[config.mk]
export PLATFORM = sky130hd
export DESIGN_NAME = vfa_sqrt
export DESIGN_NICKNAME = d
export VERILOG_FILES = /design/src/rtl/vfa_pkg.sv /design/src/rtl/vfa_sqrt.sv
export SDC_FILE = /design/constraint.sdc
export NUM_CORES = 2
export LEC_CHECK = 0
export ABC_AREA = 0
export ABC_CLOCK_PERIOD_IN_PS = 4400
export BUFFER_PORTS_ARGS = -buffer_cell sky130_fd_sc_hd__buf_2
export CAP_MARGIN = 10
export CELL_PAD_IN_SITES_DETAIL_PLACEMENT = 2
export CELL_PAD_IN_SITES_GLOBAL_PLACEMENT = 2
export CORE_ASPECT_RATIO = 0.7
export CORE_MARGIN = 4
export CORE_UTILIZATION = 35
export DETAILED_ROUTE_END_ITERATION = 16
export PLACE_DENSITY = 0.63
export SLEW_MARGIN = 15
export SYNTH_ARGS = -nofsm -noshare
export SYNTH_HDL_FRONTEND = slang
export SYNTH_MEMORY_MAX_BITS = 65536
export SYNTH_SLANG_ARGS = --single-unit
[constraint.sdc]
create_clock -name clk -period 4.4 [get_ports clk]
set_clock_uncertainty 0.05 [all_clocks]
set_input_delay 0.44 -clock clk [delete_from_list [all_inputs] [get_ports clk]]
set_output_delay 0.44 -clock clk [all_outputs]
set_load 0.02 [all_outputs]
[src/rtl/vfa_pkg.sv]
// Shared types and defaults for the fixed-point 3D vector ALU.
`default_nettype none

package vfa_pkg;

  localparam int COMP_WIDTH_DEF = 32;
  localparam int FRAC_BITS_DEF  = 16;

  typedef enum logic [2:0] {
    OP_ADD   = 3'd0,
    OP_SUB   = 3'd1,
    OP_SCALE = 3'd2,
    OP_DOT   = 3'd3,
    OP_CROSS = 3'd4,
    OP_MAGSQ = 3'd5,
    OP_MAG   = 3'd6,
    OP_NORM  = 3'd7
  } op_t;

  typedef enum logic [1:0] {
    ST_OK   = 2'd0,
    ST_SAT  = 2'd1,
    ST_ZERO = 2'd2
  } status_t;

endpackage

`default_nettype wire

[src/rtl/vfa_sqrt.sv]
// Pipelined integer square root, one result bit per stage.
`default_nettype none

module vfa_sqrt #(
  parameter int W = vfa_pkg::COMP_WIDTH_DEF
) (
  input  wire logic           clk,
  input  wire logic           en,
  input  wire logic [2*W-1:0] sq_in,
  output logic      [W-1:0]   root_out
);

  // Stage registers
  logic [W+1:0]   rem_q  [W];
  logic [W-1:0]   root_q [W];
  logic [2*W-1:0] rad_q  [W];

  // Stage inputs and one restoring step per stage
  logic [W-1:0]   rem_in  [W];
  logic [W-1:0]   root_in [W];
  logic [2*W-1:0] rad_in  [W];
  logic [W+1:0]   part    [W];
  logic [W+1:0]   trial   [W];
  logic           ge      [W];

  always_comb begin
    rem_in[0]  = '0;
    root_in[0] = '0;
    rad_in[0]  = sq_in;
    for (int k = 1; k < W; k++) begin
      rem_in[k]  = rem_q[k-1][W-1:0];
      root_in[k] = root_q[k-1];
      rad_in[k]  = rad_q[k-1];
    end
    for (int k = 0; k < W; k++) begin
      part[k]  = {rem_in[k], rad_in[k][2*W-1 -: 2]};
      trial[k] = {root_in[k], 2'b01};
      ge[k]    = (part[k] >= trial[k]);
    end
  end

  always_ff @(posedge clk) begin
    if (en) begin
      for (int k = 0; k < W; k++) begin
        rem_q[k]  <= ge[k] ? (part[k] - trial[k]) : part[k];
        root_q[k] <= {root_in[k][W-2:0], ge[k]};
        rad_q[k]  <= {rad_in[k][2*W-3:0], 2'b00};
      end
    end
  end

  assign root_out = root_q[W-1];

endmodule

`default_nettype wire

* Word-level counts from Yosys, hierarchy flattened *
Memories as Yosys holds them, arrays and structs flattened.
Index checks and enable logic that the tools add are counted.

operators by class
  add/subtract/negate cells = 32
  magnitude comparators = 32
  mux-type cells = 34

operators by type and width
  operator                                                            count
  2-to-1 mux 34 bit                                                   32
  greater-or-equal comparator 34 bit                                  31
  subtractor 34 bit                                                   31
  subtractor 2 x 1 -> 3 bit (second input constant)                   1
  greater-or-equal comparator 2 x 1 -> 1 bit (second input constant)  1
  2-to-1 mux 1 bit                                                    2

storage, ports and cells
  register bits = 0
  RAM bits = 4096
  input bits = 66
  logic and storage cells = 101
  memories = 3

memory list
  name    words  bits a word  read ports  clocked after memory_dff  wr ports  line            source
  rad_q   32     62           31          0                         32        vfa_sqrt.sv:16  logic [2*W-1:0] rad_q [W];
  rem_q   32     34           31          0                         32        vfa_sqrt.sv:14  logic [W+1:0] rem_q [W];
  root_q  32     32           32          0                         32        vfa_sqrt.sv:15  logic [W-1:0] root_q [W];

* Logic depth before layout (Yosys ltp) *
An unclocked memory read counts as a cell.

  word-level depth = 3
  depth in mapped cells = 14
  gate-level depth less buffers = 12

* Worst setup path after synthesis *
No wires, ideal clock.

  path kind = flip-flop to flip-flop
  start point = memory rem_q[0][293] (netlist bit)
  end point = memory rem_q[0][314] (netlist bit), data pin
  library setup time = 0.260 ns
  arrival time = 3.076 ns
  setup slack = 1.014 ns
  cell stages (with the launch flop) = 10
  period minus slack after synthesis = 3.386 ns
  cell sequence = edfxtp_1 or3_4 or4_4 or4_1 or4_1 or2_1 nand2b_4 or2_1 buf_6 mux2_4

RTL lines
  item                line
  start: declaration  vfa_sqrt.sv:14

==> impl_metrics.yaml <==
clocking:
  cts_made_buffers: 278
  number_of_sinks_driven_by_the_clock_tree: 2465
  insertion_delay_ns: 0.87
  cts_tree: "yes"
  cts-htree-levels: 5
  post-cts-setup-buffer-count: 0
  clkSlewWorstSetupHoldPaths_ns: 0.06
  cts_root_buf: "sky130_fd_sc_hd__clkbuf_16"
  cts_max_path_buffers: 4
synthesis:
  synth_most_common_cell: "sky130_fd_sc_hd__edfxtp_1"
  yosysTopAreaCellShare_pct: 64.4
  ys_async_sr_fraction_pct: 0
  synth.largest_area_cell: "sky130_fd_sc_hd__edfxtp_1"
  post_synth_instance_area_um2: 115000
  syn_avg_cell_area_um2: 13.0
  synth.top_cells.by_count: "sky130_fd_sc_hd__edfxtp_1, sky130_fd_sc_hd__inv_1, sky130_fd_sc_hd__nand2_1"
  postSynthCellCount: 8869
  yosys_most_used_dff: "sky130_fd_sc_hd__edfxtp_1"
  number_of_enable_type_register_cells_in_the_synthesized_netlist: 2465
  synth.yosys.seq_area_share_pct: 64.4
  unique_masters_post_synth: 96
  ys_warn_count: 0
  ys_top_cells_by_area: "sky130_fd_sc_hd__edfxtp_1, sky130_fd_sc_hd__ha_1, sky130_fd_sc_hd__xnor2_1"
  yosys_register_bits: 2465
  synth_fp_nets: 9496
floorplanning:
  design.die.area_um2: 338000
  initial_core_util_pct: 35.3
  num_io_pins: 98
  die-width_um: 693
  core_area_um2: 326000
  placement_rows: 175
  die_y_um: 488
place:
  dp_cells: 13300
  io_buffer_count: 97
  hpwl_mm: 220
  gp_routability_congestion: 0.836
routing:
  dr.first_iter.drc_count: 4678
  routedWlPerCell_um: 21.7
  postRouteWirelength_mm: 300
  antenna_left: 0
  drt-pass1-iter-count: 6
  vias_post_dr: 71400
  vias_per_cell: 5.16
  drc: 0
final_layout:
  areaGrowthSynthToFinish_pct: 14.3
  num-nets-final: 9917
  layout-drive-gt1-share_pct: 8.53
  layout.cells.non_filler: 13800
critical_path:
  worst-endpoint-arrival_ns: 4.67
  worst-setup-path-type: "reg2reg"
  critPathCaptureType: "register"
  cp_data_required_time_ns: 4.92
  crit-reg2reg-capture: "rem_q[1][269]"
  launch_point_of_the_worst_reg_to_reg_path: "root_q[1][193]"
  critical_path.max_fanout: 4
  timing.reg2reg.worst_path_depth: 12
  regToRegSetupSlack_ns: 0.26
  timing.critical_path.from_type: "register"
sta:
  grt_setup_unrepaired: "no"
  period_utilization_post_route_pct: 94.2
  max_clock_freq_mhz: 241
  report.final.slew_viol_count: 0
  final_hold_viol_count: 0
  sum_of_negative_setup_slack_ns: 0
  setup_viol: 0
  actual_slew_at_the_worst_max_slew_pin_ns: 1.07
  slew_headroom_pct: 27.5
  finalCriticalPeriod_ns: 4.14
flow_run:
  max-cap-violations: 0
power:
  power_density_nw_per_um2: 538
  vdd_ir_drop_max_mv: 0.284
  power_leakage_nw: 49.8
run_status:
  outcome: "complete, no violations"
global_route:
  grt_antenna_before_repair: 15
  grt_max_degree: 116
  groute.usage.overall_pct: 17.5
  grt_pass1_wl_mm: 467
  grt-ovfl-total: 0
  grt_pass1_vias: 77300
hold_path:
  hold-path-endpoint: "rad_q[0][33]"
  whs_path_depth: 2
  hold_path.class: "in2reg"
  worst_hold_start: "sq_in[33]"
power breakdown:
| part | leakage (nW) | internal [mW] | switching [mW] |
|---|---|---|---|
| Combinational | 21.8 | 6.35 | 9.33 |
| Sequential | 23.7 | 29.9 | 2.18 |
| Clock | 4.30 | 13.4 | 9.61 |
| Total | 49.8 | 49.6 | 21.1 |
critical path, cell delays in order (launching register included):
cell and delay [ns]:
sky130_fd_sc_hd__edfxtp_1 0.65, sky130_fd_sc_hd__inv_1 0.10, sky130_fd_sc_hd__ha_1 0.45, sky130_fd_sc_hd__o21a_1 0.26, sky130_fd_sc_hd__a2bb2oi_1 0.19, sky130_fd_sc_hd__and2_1 0.24
sky130_fd_sc_hd__o31a_1 0.33, sky130_fd_sc_hd__o21ai_0 0.20, sky130_fd_sc_hd__buf_4 0.18, sky130_fd_sc_hd__o31ai_1 0.11, sky130_fd_sc_hd__o21ai_1 0.31, sky130_fd_sc_hd__or4b_2 0.63
sky130_fd_sc_hd__xnor2_1 0.16
state kept, by name (all words and copies together) (netlist names):
signal / cells
rad_q: 992
rem_q: 945
root_q: 528
metrics by stage:
| step | total power, mW | cell area (um^2) | setup slack (ns) | utilization [%] | hold slack, ns |
|---|---|---|---|---|---|
| after floorplan | 42.2 | 115000 | 1.01 | - | 0.350 |
| after global placement | 47.5 | 122000 | 0.122 | 37.4 | 0.350 |
| after detailed placement | 48.1 | 122000 | 0.170 | 37.4 | 0.355 |
| after CTS | 71.9 | 131000 | 0.217 | 40.3 | 0.118 |
| after global routing | 74.8 | 131000 | 0.00884 | 40.3 | 0.157 |
| final | 70.7 | 131000 | 0.257 | 40.3 | 0.234 |
how the worst max path moves through the flow:
stage / start / endpoint / slack (ns) / cells after the start
finish: root_q[1][193] / rem_q[1][269] / 0.26 / 12
global route: root_q[0][224] / rem_q[0][303] / 0.009 / 12
CTS: root_q[1][193] / rem_q[1][269] / 0.22 / 12
detailed placement: root_q[1][16] / rem_q[1][42] / 0.17 / 11
global placement: root_q[1][16] / rem_q[1][44] / 0.12 / 11
floorplan: rem_q[0][293] / rem_q[0][314] / 1.01 / 9
cells by family after synthesis:
kind of cell,Yosys count,synth area share [%]
AO/OA/AOI/OAI,1864,10.1
multiplexers,95,0.925
XOR/XNOR,782,5.96
buffers and inverters,877,2.90
flip-flops,2465,64.4
other,1,0.00326
adder cells (fa/ha/maj),561,6.10
AND/OR/NAND/NOR,2224,9.63
final cells by class:
type | count | area, um^2
antenna | 4 | 10.0
clock buffer | 351 | 7440
fill | 32800 | 195000
tap | 4336 | 5430
sequential | 2465 | 74000
multi-input combinational | 5527 | 37800
clock inverter | 136 | 1390
inverter | 705 | 2650
timing repair buffer | 313 | 2730
placed cells by master, fill, tap and decap left out, types with 131 or more instances in the layout:
cell type                   count
sky130_fd_sc_hd__inv_1        702
sky130_fd_sc_hd__a21oi_1      511
sky130_fd_sc_hd__xnor2_1      399
sky130_fd_sc_hd__a21o_1       262
sky130_fd_sc_hd__o21ai_0      509
sky130_fd_sc_hd__nor2_1       485
sky130_fd_sc_hd__clkbuf_16    288
sky130_fd_sc_hd__nand3_1      131
sky130_fd_sc_hd__nor3_1       214
sky130_fd_sc_hd__nand2_1      610
sky130_fd_sc_hd__ha_1         561
sky130_fd_sc_hd__xor2_1       382
sky130_fd_sc_hd__edfxtp_1    2465
repair_timing:
action,4_1_cts,5_1_grt
hold endpoints to repair,74,0
gates resized for setup,0,2
endpoints found under the setup margin,0,5
hold buffers,66,0
metal layers:
metal / GRT usage (%) / vias up / routed length (um) / part of all wire, %
met1: 25.0 / 36200 / 145000 / 48
met4: 4.30 / 4 / 7150 / 2.4
met5: 0 / - / 21 / 0.0070
li1: - / 33800 / - / -
met3: 2.41 / 431 / 11000 / 3.7
met2: 28.1 / 955 / 136000 / 45
(Power assumes the default switching activity.)
